<file path="config.mk">
export PLATFORM = sky130hd
export DESIGN_NAME = wifi_ssid_element_extractor_top
export DESIGN_NICKNAME = d
export VERILOG_FILES = /design/src/hw/rtl/wse_pkg.sv /design/src/hw/rtl/wse_parser.sv /design/src/hw/rtl/wse_out_queue.sv /design/src/hw/rtl/wifi_ssid_element_extractor_top.sv
export SDC_FILE = /design/constraint.sdc
export NUM_CORES = 1
export LEC_CHECK = 0
export BUFFER_PORTS_ARGS = -buffer_cell sky130_fd_sc_hd__buf_4
export CAP_MARGIN = 0
export CORE_ASPECT_RATIO = 0.8
export CORE_UTILIZATION = 40
export CTS_BUF_LIST = sky130_fd_sc_hd__clkbuf_8
export DETAILED_ROUTE_END_ITERATION = 7
export PLACE_DENSITY = 0.55
export SLEW_MARGIN = 20
export SYNTH_ARGS = -nofsm -noshare
export SYNTH_HDL_FRONTEND = slang
export SYNTH_SLANG_ARGS = --single-unit
</file>
<file path="constraint.sdc">
create_clock -name clock -period 7.5 [get_ports clock]
set_input_delay 2.25 -clock clock [delete_from_list [all_inputs] [get_ports clock]]
set_output_delay 2.25 -clock clock [all_outputs]
set_load 0.005 [all_outputs]
</file>
<file path="src/hw/rtl/wse_pkg.sv">
`default_nettype none

package wse_pkg;

   localparam logic [11:0] MAX_FRAME_LEN = 12'd4095;
   localparam logic [11:0] HDR_LEN       = 12'd24;
   localparam logic [11:0] FIXED_LEN     = 12'd12;
   localparam logic [7:0]  MAX_CHARS_RST = 8'd63;
   localparam logic [7:0]  DOT_CHAR      = 8'h2E;

   typedef struct packed {
      logic [7:0] ssid_char;
      logic       ssid_last;
      logic       ssid_empty;
   } rsp_item_type;

   typedef struct packed {
      logic         valid;
      rsp_item_type item;
   } parse_result_type;

endpackage

`default_nettype wire

</file>
<file path="src/hw/rtl/wse_parser.sv">
`default_nettype none

module wse_parser (
   input  wire logic                      clock,
   input  wire logic                      reset,
   input  wire logic                      item_accept,
   input  wire logic [7:0]                data_byte,
   input  wire logic [11:0]               frame_len,
   input  wire logic                      frame_start,
   input  wire logic [7:0]                max_chars,
   output wse_pkg::parse_result_type      result
);

   localparam logic [2:0] PH_DONE   = 3'd0;
   localparam logic [2:0] PH_HEADER = 3'd1;
   localparam logic [2:0] PH_TAG    = 3'd2;
   localparam logic [2:0] PH_LEN    = 3'd3;
   localparam logic [2:0] PH_SKIP   = 3'd4;
   localparam logic [2:0] PH_SSID   = 3'd5;

   logic [11:0] pos_ff, pos_in;
   logic [2:0]  phase_ff, phase_in;
   logic        long_ff, long_in;
   logic [7:0]  tag_ff, tag_in;
   logic [7:0]  remain_ff, remain_in;

   logic [11:0] tag_base;
   logic [2:0]  eff_phase;
   logic        active;
   logic [3:0]  subtype;
   logic [7:0]  remain_dec;
   logic [7:0]  printable;

   assign tag_base   = long_ff ? (wse_pkg::HDR_LEN + wse_pkg::FIXED_LEN) : wse_pkg::HDR_LEN;
   assign subtype    = data_byte[7:4];
   assign remain_dec = remain_ff - 8'd1;
   assign printable  = (data_byte >= 8'h20 && data_byte < 8'h7F) ? data_byte
                                                                  : wse_pkg::DOT_CHAR;

   always_comb begin
      pos_in    = pos_ff;
      phase_in  = phase_ff;
      long_in   = long_ff;
      tag_in    = tag_ff;
      remain_in = remain_ff;
      result    = '0;
      active    = 1'b0;
      eff_phase = phase_ff;

      if (frame_start) begin
         phase_in  = PH_DONE;
         if (frame_len >= wse_pkg::HDR_LEN && data_byte[3:2] == 2'd0) begin
            if ((subtype == 4'd8 || subtype == 4'd5) &&
                frame_len >= wse_pkg::HDR_LEN + wse_pkg::FIXED_LEN + 12'd2) begin
               long_in  = 1'b1;
               phase_in = PH_HEADER;
            end else if (subtype == 4'd4 && frame_len >= wse_pkg::HDR_LEN + 12'd2) begin
               long_in  = 1'b0;
               phase_in = PH_HEADER;
            end
         end
         tag_in    = 8'd0;
         remain_in = 8'd0;
         pos_in    = 12'd1;
      end else begin
         if (pos_ff != wse_pkg::MAX_FRAME_LEN) begin
            pos_in = pos_ff + 12'd1;
         end
         active = (pos_ff < frame_len) && (phase_ff != PH_DONE);
         if (phase_ff == PH_HEADER) begin
            if (pos_ff < tag_base) begin
               active = 1'b0;
            end else begin
               eff_phase = PH_TAG;
               phase_in  = PH_TAG;
            end
         end
         if (active) begin
            case (eff_phase)
               PH_TAG: begin
                  if ({1'b0, pos_ff} + 13'd2 > {1'b0, frame_len}) begin
                     phase_in = PH_DONE;
                  end else begin
                     tag_in   = data_byte;
                     phase_in = PH_LEN;
                  end
               end
               PH_LEN: begin
                  if ({1'b0, pos_ff} + 13'd1 + {5'd0, data_byte} > {1'b0, frame_len}) begin
                     phase_in = PH_DONE;
                  end else if (tag_ff == 8'd0) begin
                     if (data_byte == 8'd0) begin
                        result.valid           = 1'b1;
                        result.item.ssid_char  = 8'd0;
                        result.item.ssid_last  = 1'b1;
                        result.item.ssid_empty = 1'b1;
                        phase_in               = PH_DONE;
                     end else if (max_chars == 8'd0) begin
                        phase_in = PH_DONE;
                     end else begin
                        remain_in = (data_byte < max_chars) ? data_byte : max_chars;
                        phase_in  = PH_SSID;
                     end
                  end else begin
                     remain_in = data_byte;
                     phase_in  = (data_byte == 8'd0) ? PH_TAG : PH_SKIP;
                  end
               end
               PH_SKIP: begin
                  remain_in = remain_dec;
                  if (remain_dec == 8'd0) begin
                     phase_in = PH_TAG;
                  end
               end
               PH_SSID: begin
                  remain_in              = remain_dec;
                  result.valid           = 1'b1;
                  result.item.ssid_char  = printable;
                  result.item.ssid_last  = (remain_dec == 8'd0);
                  result.item.ssid_empty = 1'b0;
                  if (remain_dec == 8'd0) begin
                     phase_in = PH_DONE;
                  end
               end
               default: begin
                  phase_in = PH_DONE;
               end
            endcase
         end
      end

      // nothing moves without an accepted item
      if (!item_accept) begin
         pos_in    = pos_ff;
         phase_in  = phase_ff;
         long_in   = long_ff;
         tag_in    = tag_ff;
         remain_in = remain_ff;
         result    = '0;
      end
   end

   always_ff @(posedge clock) begin
      if (reset) begin
         pos_ff    <= 12'd0;
         phase_ff  <= PH_DONE;
         long_ff   <= 1'b0;
         tag_ff    <= 8'd0;
         remain_ff <= 8'd0;
      end else begin
         pos_ff    <= pos_in;
         phase_ff  <= phase_in;
         long_ff   <= long_in;
         tag_ff    <= tag_in;
         remain_ff <= remain_in;
      end
   end

endmodule

`default_nettype wire

</file>
<file path="src/hw/rtl/wse_out_queue.sv">
`default_nettype none

module wse_out_queue (
   input  wire logic                  clock,
   input  wire logic                  reset,
   input  wire logic                  push,
   input  wire wse_pkg::rsp_item_type push_item,
   output logic                       full,
   output logic                       head_valid,
   output wse_pkg::rsp_item_type      head_item,
   input  wire logic                  pop_ready
);

   wse_pkg::rsp_item_type slot0_ff, slot0_in;
   wse_pkg::rsp_item_type slot1_ff, slot1_in;
   logic [1:0]            count_ff, count_in;
   logic                  pop;

   assign head_valid = (count_ff != 2'd0);
   assign head_item  = slot0_ff;
   assign full       = (count_ff == 2'd2);
   assign pop        = head_valid && pop_ready;

   always_comb begin
      slot0_in = slot0_ff;
      slot1_in = slot1_ff;
      count_in = count_ff;
      if (push && !pop) begin
         if (count_ff == 2'd0) begin
            slot0_in = push_item;
         end else begin
            slot1_in = push_item;
         end
         count_in = count_ff + 2'd1;
      end else if (push && pop) begin
         if (count_ff == 2'd1) begin
            slot0_in = push_item;
         end else begin
            slot0_in = slot1_ff;
            slot1_in = push_item;
         end
      end else if (pop) begin
         slot0_in = slot1_ff;
         count_in = count_ff - 2'd1;
      end
   end

   always_ff @(posedge clock) begin
      slot0_ff <= slot0_in;
      slot1_ff <= slot1_in;
      if (reset) begin
         count_ff <= 2'd0;
      end else begin
         count_ff <= count_in;
      end
   end

endmodule

`default_nettype wire

</file>
<file path="src/hw/rtl/wifi_ssid_element_extractor_top.sv">
// a result enters the result queue as its byte is accepted, behind any earlier result
// throughput: one frame byte per cycle while the result queue is not full
// a two-item result queue keeps bytes flowing while a result waits to be taken
// reset (synchronous, active high): parser waits for a frame start, queue is empty,
// max_chars returns to 63
`default_nettype none

module wifi_ssid_element_extractor_top (
   input  wire logic        clock,
   input  wire logic        reset,
   input  wire logic        req_tvalid,
   output logic             req_tready,
   input  wire logic [23:0] req_tdata,   // data_byte[7:0], frame_len[19:8], zero[23:20]
   input  wire logic        req_tuser,   // frame_start
   output logic             rsp_tvalid,
   input  wire logic        rsp_tready,
   output logic [7:0]       rsp_tdata,   // ssid_char[7:0]
   output logic             rsp_tlast,
   output logic             rsp_tuser,   // ssid_empty
   input  wire logic        csr_wr_en,
   input  wire logic [7:0]  csr_wr_data
);

   logic                      accept;
   logic                      q_full;
   logic [7:0]                max_chars_ff;
   wse_pkg::parse_result_type result;
   wse_pkg::rsp_item_type     head_item;

   assign req_tready = !q_full;
   assign accept     = req_tvalid && req_tready;

   always_ff @(posedge clock) begin
      if (reset) begin
         max_chars_ff <= wse_pkg::MAX_CHARS_RST;
      end else if (csr_wr_en) begin
         max_chars_ff <= csr_wr_data;
      end
   end

   wse_parser u_parser (
      .clock       (clock),
      .reset       (reset),
      .item_accept (accept),
      .data_byte   (req_tdata[7:0]),
      .frame_len   (req_tdata[19:8]),
      .frame_start (req_tuser),
      .max_chars   (max_chars_ff),
      .result      (result)
   );

   wse_out_queue u_queue (
      .clock      (clock),
      .reset      (reset),
      .push       (result.valid),
      .push_item  (result.item),
      .full       (q_full),
      .head_valid (rsp_tvalid),
      .head_item  (head_item),
      .pop_ready  (rsp_tready)
   );

   assign rsp_tdata = head_item.ssid_char;
   assign rsp_tlast = head_item.ssid_last;
   assign rsp_tuser = head_item.ssid_empty;

   a_reset_empty: assert property (@(posedge clock) reset |=> !rsp_tvalid)
      else $error("result valid right after reset");

   a_empty_form: assert property (@(posedge clock) disable iff (reset)
      (rsp_tvalid && rsp_tuser) |-> (rsp_tlast && rsp_tdata == 8'd0))
      else $error("empty result not marked last with zero char");

   a_char_printable: assert property (@(posedge clock) disable iff (reset)
      (rsp_tvalid && !rsp_tuser) |-> (rsp_tdata >= 8'h20 && rsp_tdata < 8'h7F))
      else $error("unprintable ssid char");

   a_stall_has_result: assert property (@(posedge clock) disable iff (reset)
      !req_tready |-> rsp_tvalid)
      else $error("input stalled with no result pending");

endmodule

`default_nettype wire

</file>
==> out/results.ini, run 1 <==
[status]
status = finished clean

[hold_path]
whs_endpoint = u_parser.remain_ff[7]
holdCritPathClass = reg -> reg
holdCritStartpoint = u_parser.remain_ff[7]
min_path_cells = 1

[sta]
setup-tns-final_ns = 0
max_freq_mhz = 148
maxSlewViolCount = 0
hold_ws_ns = 0.484
finClkSkew_ns = 0.00964
slew_headroom_pct = 32.0
setup_viol = 0
rsz0062_at_grt = false
finalHoldViolations = 0
min_period_ns = 6.75
final.period_utilization_pct = 90.0
tightest_slew_ns = 1.02

[synth]
ys_seq_area_share_pct = 29.4
synth_flop_cell = dfxtp_1
synthDominantCellAreaShare_pct = 17.1
yosysWarningCount = 0
ys_ff_latch = 62
avgSynthCellArea_um2 = 8.82
netlist_instances = 556
mappedNetlistNets = 657
synth.area.top_cells = dfxtp_1 (17%), ha_1 (16%), edfxtp_1 (12%)
synth.largest_area_cell = dfxtp_1
postSynth.asyncResetShare_pct = 0
syn_area_um2 = 4910
synth_edf_count = 20
yosysMostFrequentCell = ha_1
synth_top_cells_by_count = ha_1 (62), nor2_1 (54), nand2_1 (46)
yosysUniqueCellTypes = 73

[cts]
numCtsBuffers = 9
h-tree-depth = 3
cts.hold.buffers_added = 0
cts_tree = yes
clk_path_buf_depth = 2
cts_sinks = 62
ctsRootBufferMaster = clkbuf_8
cts_setup_buffers = 0
clkLatencyLatePin_ns = 0.35
cts_resized = 0
path_clk_slew_ns = 0.08

[placement]
dp_hpwl_mm = 10.2
portBuffers = 45
gp_congestion = 0.843

[global_routing]
grt_pass1_vias = 4120
antenna_found_initial = 0
grt_overflow = 0
grt_pass1_wl_mm = 21.3
grt_max_degree = 16
grt.total_usage_pct = 21.7

[layout]
final_nets = 696
n_antenna_cell = 0
drive_gt1_share_pct = 14.7
syn_to_final_growth_pct = 13.9

[die]
core_area_um2 = 11700
start_util_pct = 41.8
die_h_um = 101
io_pins = 50
die_w_um = 126
die_area_um2 = 12700
rows = 35

[route]
vias_per_cell = 5.78
ant_nets = 0
wire_per_inst_um = 17.5
via_count = 4321
dr.pass1.iters = 5
drtIter0Drc = 221
drc = 0
wl_mm = 13.1

[setup_path]
required_ns = 7.60
critPathMaxFanout = 12
r2r-start = u_parser.pos_ff[0]
path_class = in -> reg
r2r_end = u_queue.head_item[4]
crit_arrival_ns = 6.85
endpoint_kind = flop
ff2ff_setup_slack_ns = 2.26
start_kind = input port
ff2ff_path_depth = 21

[power]
ir_drop_v = 0.0000756
p_clk_share_pct = 42.7
leakagePower_nw = 2.39
p_sw_share_pct = 27.2
internal-power_w = 0.000585
comb_power_share_pct = 13.6
power.switching_w = 0.000219
pwr-share-seq_pct = 43.7
power_density_nw_per_um2 = 144

[flow_run]
cap_violations = 0

layer usage:
metal	routed length, µm	global-route usage (%)	share of wire [%]
met5	0	0	0
met3	887	5.36	6.8
met4	85	5.28	0.65
met2	5620	33.5	43
met1	6490	30.3	50
worst max-delay path, stage by stage:
cell and delay (ns):
buf_4 0.15, inv_1 0.07, ha_1 0.16, inv_1 0.06, fa_1 0.41, a211oi_1 0.27, o21bai_1 0.15, o41ai_2 0.50
nor2_1 0.11, xor2_1 0.17, ha_1 0.30, a21oi_1 0.06, nor2b_1 0.24, a2111oi_4 0.09, and2_1 0.15, o32a_1 0.39
a31oi_1 0.27, nor2_1 0.10, ha_1 0.26, a21oi_1 0.13, buf_4 0.21, mux2_2 0.35
cell usage in the layout, fill, tap and decap left out, drive strengths merged, types with 7 or more instances in the layout:
| cell type | count |
|---|---|
| buf | 48 |
| edfxtp | 20 |
| a21oi | 32 |
| xor2 | 20 |
| clkbuf | 9 |
| o211ai | 13 |
| a211oi | 10 |
| mux2 | 10 |
| ha | 62 |
| xnor2 | 12 |
| nand2 | 46 |
| o21ai | 17 |
| nand4 | 7 |
| nand2b | 8 |
| a31oi | 7 |
| nand3 | 12 |
| dfxtp | 42 |
| nor4 | 8 |
| nor2 | 55 |
| nor3 | 12 |
| inv | 39 |
| a32o | 8 |
power by group through the flow:
stage / sequential (W) / clock (W) / combinational (W)
2_1_floorplan: 0.000357 / 0 / 0.0000677
3_3_place_gp: 0.000359 / 0 / 0.000106
3_5_place_dp: 0.000359 / 0 / 0.000109
4_1_cts: 0.000351 / 0.000350 / 0.000109
5_1_grt: 0.000352 / 0.000365 / 0.000122
6_report: 0.000351 / 0.000343 / 0.000109
registers in the layout, summed over array words and instances, names as in the netlist:
signal and count:
u_parser.remain_ff 8, u_queue.head_item 10, u_parser.pos_ff 12, u_queue.slot1_ff 10
u_queue.count_ff 2, u_parser.long_ff 1, max_chars_ff 8, u_parser.tag_ff 8
u_parser.phase_ff 3
per-stage QoR:
stage	power, W	std cells	setup WS [ns]	area (µm²)	utilization (%)
finish	0.000803	748	0.750	5590	47.6
CTS	0.000810	748	0.756	5590	47.6
detailed placement	0.000468	732	0.389	5360	45.7
global route	0.000839	748	0.345	5590	47.6
global placement	0.000464	732	0.420	5360	45.7
floorplan	0.000425	556	0.856	4910	-
area by class of cell:
cell class,instances,area (µm²)
sequential,62,1440
inverter,36,135
clock inverter,7,105
clock buffer,9,124
multi-input combinational,438,3240
timing repair buffer,48,360
fill,1151,6150
tap,148,185
cells by family (layout without fill, tap and decap cells):
family,after synthesis,after routing,share of synthesized area (%)
AOI/OAI and AO/OA,140,140,21.1
xor gates and xnor gates,32,32,5.71
adders and majority gates,63,63,16.2
buffers and inverters,56,100,4.64
DFF,62,62,29.4
muxes,16,16,3.52
other,1,1,0.0764
and+or+nand+nor,186,186,19.4
worst max path at each step:
stage / start / end / slack (ns)
global placement: req_tdata[0] / u_queue.head_item[8] / 0.42
global route: req_tdata[0] / u_queue.slot1_ff[8] / 0.35
detailed placement: req_tdata[0] / u_queue.slot1_ff[5] / 0.39
CTS: req_tdata[0] / u_queue.slot1_ff[9] / 0.76
finish: req_tdata[0] / u_queue.head_item[4] / 0.75
floorplan: req_tdata[0] / u_queue.head_item[4] / 0.86
Note: power is estimated with default switching activity, not from simulation.
==> inputs of run 2 (changes only) <==
--- a/config.mk
+++ b/config.mk
@@ -15,4 +15,5 @@
 export SLEW_MARGIN = 20
 export SYNTH_ARGS = -nofsm -noshare
 export SYNTH_HDL_FRONTEND = slang
+export SYNTH_HIERARCHICAL = 1
 export SYNTH_SLANG_ARGS = --single-unit
==> run 2 against run 1 <==
  * Routed wire length increased by 3.4%
  * Global-route usage about the same
  * First-iteration DRC count up 27%
  * Register-to-register slack got worse by 0.03 ns
  * Sequential cell count did not move
  * Count of clock-buffer cells in the layout did not move
  * Die area up 1.9%
  * Final cell count grew 2.4%
  * Total power down 4.8%
  * Worst hold slack better by 0.0041 ns
  * Area after synthesis increased by 2.0%
  * Combinational power up 4%
==> out/results.ini, run 2 <==
[cts]
cts.hold.buffers_added = 0
cts_resized = 0
numCtsBuffers = 9
cts_sinks = 62
cts_setup_buffers = 0
h-tree-depth = 3
clk_path_buf_depth = 2
clkLatencyLatePin_ns = 0.36
ctsRootBufferMaster = clkbuf_8
cts_tree = yes
path_clk_slew_ns = 0.07

[synth]
synth.largest_area_cell = dfxtp_1
mappedNetlistNets = 667
ys_ff_latch = 62
yosysUniqueCellTypes = 79
synthDominantCellAreaShare_pct = 16.8
synth_top_cells_by_count = ha_1 (63), nand2_1 (46), dfxtp_1 (42), inv_1 (42), nor2_1 (38)
avgSynthCellArea_um2 = 8.85
synth.area.top_cells = dfxtp_1 (17%), ha_1 (16%), edfxtp_1 (12%)
synth_flop_cell = dfxtp_1
yosysWarningCount = 6
ys_seq_area_share_pct = 28.8
yosysMostFrequentCell = ha_1
netlist_instances = 565
postSynth.asyncResetShare_pct = 0
syn_area_um2 = 5000
synth_edf_count = 20

[sta]
max_freq_mhz = 145
rsz0062_at_grt = false
maxSlewViolCount = 0
tightest_slew_ns = 1.01
final.period_utilization_pct = 92.0
finalHoldViolations = 0
finClkSkew_ns = 0.00956
setup-tns-final_ns = 0
setup_viol = 0
hold_ws_ns = 0.488
slew_headroom_pct = 32.6
min_period_ns = 6.90

[setup_path]
critPathSlowestCell = fa_1
start_kind = input port
critical_path_buf_inv_count = 6
r2r_end = u_queue/slot1_ff[5]
crit_cells = 23
critPathMaxFanout = 10
ff2ff_path_depth = 22
crit_arrival_ns = 6.97
path_delay_family = compound AO/OA/AOI/OAI gates
r2r-start = u_parser/pos_ff[0]
crit_chain = buf_4, inv_1, ha_1, inv_1, fa_1, a211oi_1, o21bai_1, o41ai_2, buf_4, nor2_1, xor2_1, ha_1, a21o_1, a21oi_1, a21oi_1, o22ai_1, nand2_1, or3_1, a21oi_1, ha_1, inv_1, o21ai_0, buf_4
cpPeakStageDelay_ns = 0.44
crit_start = req_tdata[0]
required_ns = 7.56
path_class = in -> reg
endpoint = u_queue/slot1_ff[5]
endpoint_kind = flop
ff2ff_setup_slack_ns = 2.23

[global_routing]
antenna_found_initial = 0
grt_pass1_vias = 4045
grt_overflow = 0
grt_pass1_wl_mm = 21.4
grt_max_degree = 24
grt.total_usage_pct = 21.7

[route]
dr.pass1.iters = 5
vias_per_cell = 5.77
wire_per_inst_um = 17.7
wl_mm = 13.5
ant_nets = 0
drc = 0
via_count = 4420
drtIter0Drc = 280

[die]
rows = 36
core_area_um2 = 12200
die_w_um = 127
die_area_um2 = 13000
io_pins = 50
start_util_pct = 41.1
die_h_um = 102

[placement]
dp_hpwl_mm = 10.5
place_area_um2 = 5450
gp_congestion = 0.883
portBuffers = 45
dpl.cell_count = 750

[layout]
final_nets = 711
layout_commonest_cell = ha_1
multi_input_area_um2 = 3280
syn_to_final_growth_pct = 13.0
fin_cells = 766
fillCellCount = 1207
drive_gt1_share_pct = 17.1
n_antenna_cell = 0
final-seq-area_um2 = 1440
postLayoutCellArea_um2 = 5650
largest_reg_flops = 12
final_cell_mix = ha_1 (63), buf_4 (51), nand2_1 (46), inv_1 (42), dfxtp_1 (42)
top_register = u_parser/pos_ff

[power]
p_clk_share_pct = 39.0
p_sw_share_pct = 28.0
pwr-share-seq_pct = 46.1
power_density_nw_per_um2 = 135
comb_power_share_pct = 14.8
leakagePower_nw = 2.41
internal-power_w = 0.000550
power.switching_w = 0.000214
ir_drop_v = 0.0000645

[status]
status = finished clean

[flow_run]
cap_violations = 0

[hold_path]
holdCritPathClass = reg -> reg

[run 2: cell count changes in the layout (fill, tap and decap cells not counted), moves of 5 or more]
cell     before  now
nand3_1      12   28
nor2_1       54   38
o21ai_0      15   22
mux2_2       10   15
a211o_1       3    9
inv_1        36   42
[run 2: final cells by class]
class	count	area share [%]
Clock buffer	9	2.19
Tap cell	152	3.37
Timing Repair Buffer	51	6.77
Clock inverter	7	1.33
Inverter	42	2.79
Multi-Input combinational cell	443	58.0
Sequential cell	62	25.5
[run 2: cell families (layout without fill, tap and decap cells)]
group / count (synthesis) / after routing / synth area share [%]
buffers and inverters: 60 / 109 / 5.60
XOR/XNOR: 27 / 27 / 4.73
flip-flops: 62 / 62 / 28.8
AND/OR/NAND/NOR: 191 / 191 / 19.7
adder cells (fa/ha/maj): 64 / 64 / 16.2
other: 1 / 1 / 0.0750
multiplexers: 18 / 18 / 3.98
AO/OA/AOI/OAI: 142 / 142 / 21.0
[run 2: per-stage QoR]
step	utilization, %	worst slack (ns)	power, W
3_5_place_dp	44.8	0.316	0.000472
2_1_floorplan	-	0.456	0.000430
4_1_cts	46.5	0.662	0.000773
3_3_place_gp	44.8	0.298	0.000469
6_report	46.5	0.598	0.000765
5_1_grt	46.5	0.323	0.000803
[run 2: power groups by stage]
stage	Combinational (W)	Clock, W	Sequential [W]
floorplan	0.0000717	0	0.000358
global placement	0.000109	0	0.000360
detailed placement	0.000112	0	0.000360
CTS	0.000113	0.000308	0.000353
global route	0.000126	0.000323	0.000354
finish	0.000113	0.000298	0.000353
[run 2: per-layer routing]
metal	GRT usage, %	routed length [µm]
met5	0	0
met4	4.49	121
met2	32.7	5700
met3	3.93	615
met1	32.2	7090
[run 2: how the worst min path moves through the flow]
stage	startpoint	endpoint	slack, ns	cells after the start
2_1_floorplan	u_parser/tag_ff[0]	u_parser/tag_ff[0]	0.45	1
3_3_place_gp	u_parser/tag_ff[3]	u_parser/tag_ff[3]	0.46	1
3_5_place_dp	u_parser/tag_ff[7]	u_parser/tag_ff[7]	0.47	1
4_1_cts	u_parser/tag_ff[7]	u_parser/tag_ff[7]	0.49	1
5_1_grt	u_parser/tag_ff[7]	u_parser/tag_ff[7]	0.50	1
6_report	u_parser/tag_ff[7]	u_parser/tag_ff[7]	0.49	1
==> inputs of run 3 (changes only) <==
--- a/config.mk
+++ b/config.mk
@@ -8,10 +8,11 @@
 export BUFFER_PORTS_ARGS = -buffer_cell sky130_fd_sc_hd__buf_4
 export CAP_MARGIN = 0
 export CORE_ASPECT_RATIO = 0.8
-export CORE_UTILIZATION = 40
+export CORE_UTILIZATION = 55
 export CTS_BUF_LIST = sky130_fd_sc_hd__clkbuf_8
 export DETAILED_ROUTE_END_ITERATION = 7
-export PLACE_DENSITY = 0.55
+export MAX_ROUTING_LAYER = met4
+export PLACE_DENSITY = 0.72
 export SLEW_MARGIN = 20
 export SYNTH_ARGS = -nofsm -noshare
 export SYNTH_HDL_FRONTEND = slang
==> run 3 against run 2 <==
  * Maximum frequency is 3.1% lower
  * Critical path depth stayed put
  * Setup slack worse by 0.22 ns
  * Largest power group unchanged
  * Sequential power hardly changed
  * Die area is 27% lower
  * Count of clock-buffer cells in the layout stayed put
  * Via count is 2.0% higher
  * Critical path type unchanged
==> out/results.ini, run 3 (synthesis gave the netlist of run 2 again) <==
[global_routing]
grt_pass1_wl_mm = 21.1
antenna_found_initial = 0
grt_pass1_vias = 4120
grt.total_usage_pct = 30.0
grt_max_degree = 24
grt_overflow = 0

[layout]
largest_reg_flops = 12
multi_input_area_um2 = 3280
n_antenna_cell = 0
drive_gt1_share_pct = 16.8
layout_commonest_cell = ha_1
syn_to_final_growth_pct = 12.2
final_nets = 709
top_register = u_parser/pos_ff
post-route-util_pct = 65.0
final_cell_mix = ha_1 (63), buf_4 (49), nand2_1 (46), inv_1 (42), dfxtp_1 (42)
final-seq-area_um2 = 1440
fillCellCount = 735

[cts]
cts_resized = 0
path_clk_slew_ns = 0.07
clkLatencyLatePin_ns = 0.35
numCtsBuffers = 9
cts.hold.buffers_added = 0
cts_tree = yes
cts_setup_buffers = 0
h-tree-depth = 3
ctsRootBufferMaster = clkbuf_8
clk_path_buf_depth = 2
cts_sinks = 62

[sta]
finClkSkew_ns = 0.0107
min_period_ns = 7.13
max_freq_mhz = 140
rsz0062_at_grt = false
final.period_utilization_pct = 95.0
setup_viol = 0
tightest_slew_ns = 0.934
slew_headroom_pct = 37.6
finalHoldViolations = 0
worst_slack_ns = 0.373
maxSlewViolCount = 0
setup-tns-final_ns = 0

[route]
drtIter0Drc = 361
via_count = 4507
ant_nets = 0
wl_mm = 13.1
wire_per_inst_um = 18.2
vias_per_cell = 6.23
drc = 0
dr.pass1.iters = 5

[power]
p_clk_share_pct = 41.6
power_density_nw_per_um2 = 142
internal-power_w = 0.000585
p_sw_share_pct = 26.7
p_total_w = 0.000798
power.switching_w = 0.000213
ir_drop_v = 0.000135
leakagePower_nw = 2.42
pwr-share-seq_pct = 44.3
comb_power_share_pct = 14.1

[die]
start_util_pct = 57.9
core_area_um2 = 8630
die_area_um2 = 9480
io_pins = 50
rows = 30
die_w_um = 109
die_h_um = 87.3

[setup_path]
crit_chain = buf_4, inv_1, ha_1, inv_1, fa_1, a211oi_1, o21bai_1, o41ai_2, buf_4, nor2_1, xor2_1, ha_1, nand3_1, nor4_1, a21oi_1, o22ai_1, nand2_1, or3_1, a21oi_1, ha_1, inv_1, o21ai_0, buf_4
r2r-start = u_parser/pos_ff[0]
start_kind = input port
crit_cells = 23
r2r_end = u_queue/slot1_ff[5]
cpPeakStageDelay_ns = 0.44
path_class = in -> reg
required_ns = 7.55
crit_arrival_ns = 7.17
crit_start = req_tdata[0]
critical_path_buf_inv_count = 6
critPathSlowestCell = or3_1
endpoint_kind = flop
path_delay_family = compound AO/OA/AOI/OAI gates
critPathMaxFanout = 10
ff2ff_setup_slack_ns = 2.01
ff2ff_path_depth = 22

[hold_path]
holdCritPathClass = reg -> reg
min_path_cells = 1
whs_endpoint = u_parser/tag_ff[5]
holdCritStartpoint = u_parser/tag_ff[5]

[placement]
gp_congestion = 0.934
place_ws_ns = 0.0227
portBuffers = 45
dp_hpwl_mm = 10.3

[flow_run]
cap_violations = 0

[status]
status = finished clean

==> run 3: worst max-delay path by stage <==
stage | endpoint | slack, ns
after CTS | u_queue/slot1_ff[5] | 0.36
after global routing | u_queue/slot1_ff[5] | 0.05
final | u_queue/slot1_ff[5] | 0.37
after floorplan | u_queue/slot1_ff[0] | 0.46
after global placement | u_queue/slot1_ff[3] | 0.06
after detailed placement | u_queue/slot1_ff[3] | 0.02
==> run 3: cell type report <==
cell class              instances  area share (%)
multi-input cells             443            58.5
flip-flops and latches         62            25.7
repair buffers                 49            6.56
inverters                      42            2.81
well taps                     112            2.50
clock buffers                   9            2.21
clock inverters                 7            1.76
==> run 3: per-stage QoR <==
step	cells	cell area, µm²	hold slack (ns)
finish	724	5610	0.493
global route	724	5610	0.514
CTS	724	5610	0.488
detailed placement	708	5390	0.468
global placement	708	5390	0.464
floorplan	565	5000	0.450
==> run 3: power groups by stage <==
stage	clock (W)	combinational, W	sequential [W]
finish	0.000332	0.000113	0.000353
global route	0.000355	0.000124	0.000353
CTS	0.000339	0.000111	0.000353
detailed placement	0	0.000110	0.000360
global placement	0	0.000106	0.000360
floorplan	0	0.0000717	0.000358
==> run 3: layer usage <==
layer | share of wire [%] | track usage, % | up-vias
met2 | 43 | 44.5 | 175
met1 | 48 | 41.6 | 2141
met3 | 7.9 | 6.58 | 11
met5 | 0 | - | -
met4 | 1.0 | 6.76 | 0
li1 | - | - | 2180
==> run 3: worst reg2reg max path: stages (launching register included) <==
cell and delay [ns]:
dfxtp_1 0.38, inv_1 0.18, ha_1 0.21, inv_1 0.06, fa_1 0.41, a211oi_1 0.28
o21bai_1 0.16, o41ai_2 0.22, buf_4 0.18, nor2_1 0.05, xor2_1 0.15, ha_1 0.32
nand3_1 0.13, nor4_1 0.40, a21oi_1 0.11, o22ai_1 0.33, nand2_1 0.12, or3_1 0.44
a21oi_1 0.35, ha_1 0.28, inv_1 0.09, o21ai_0 0.14, buf_4 0.21
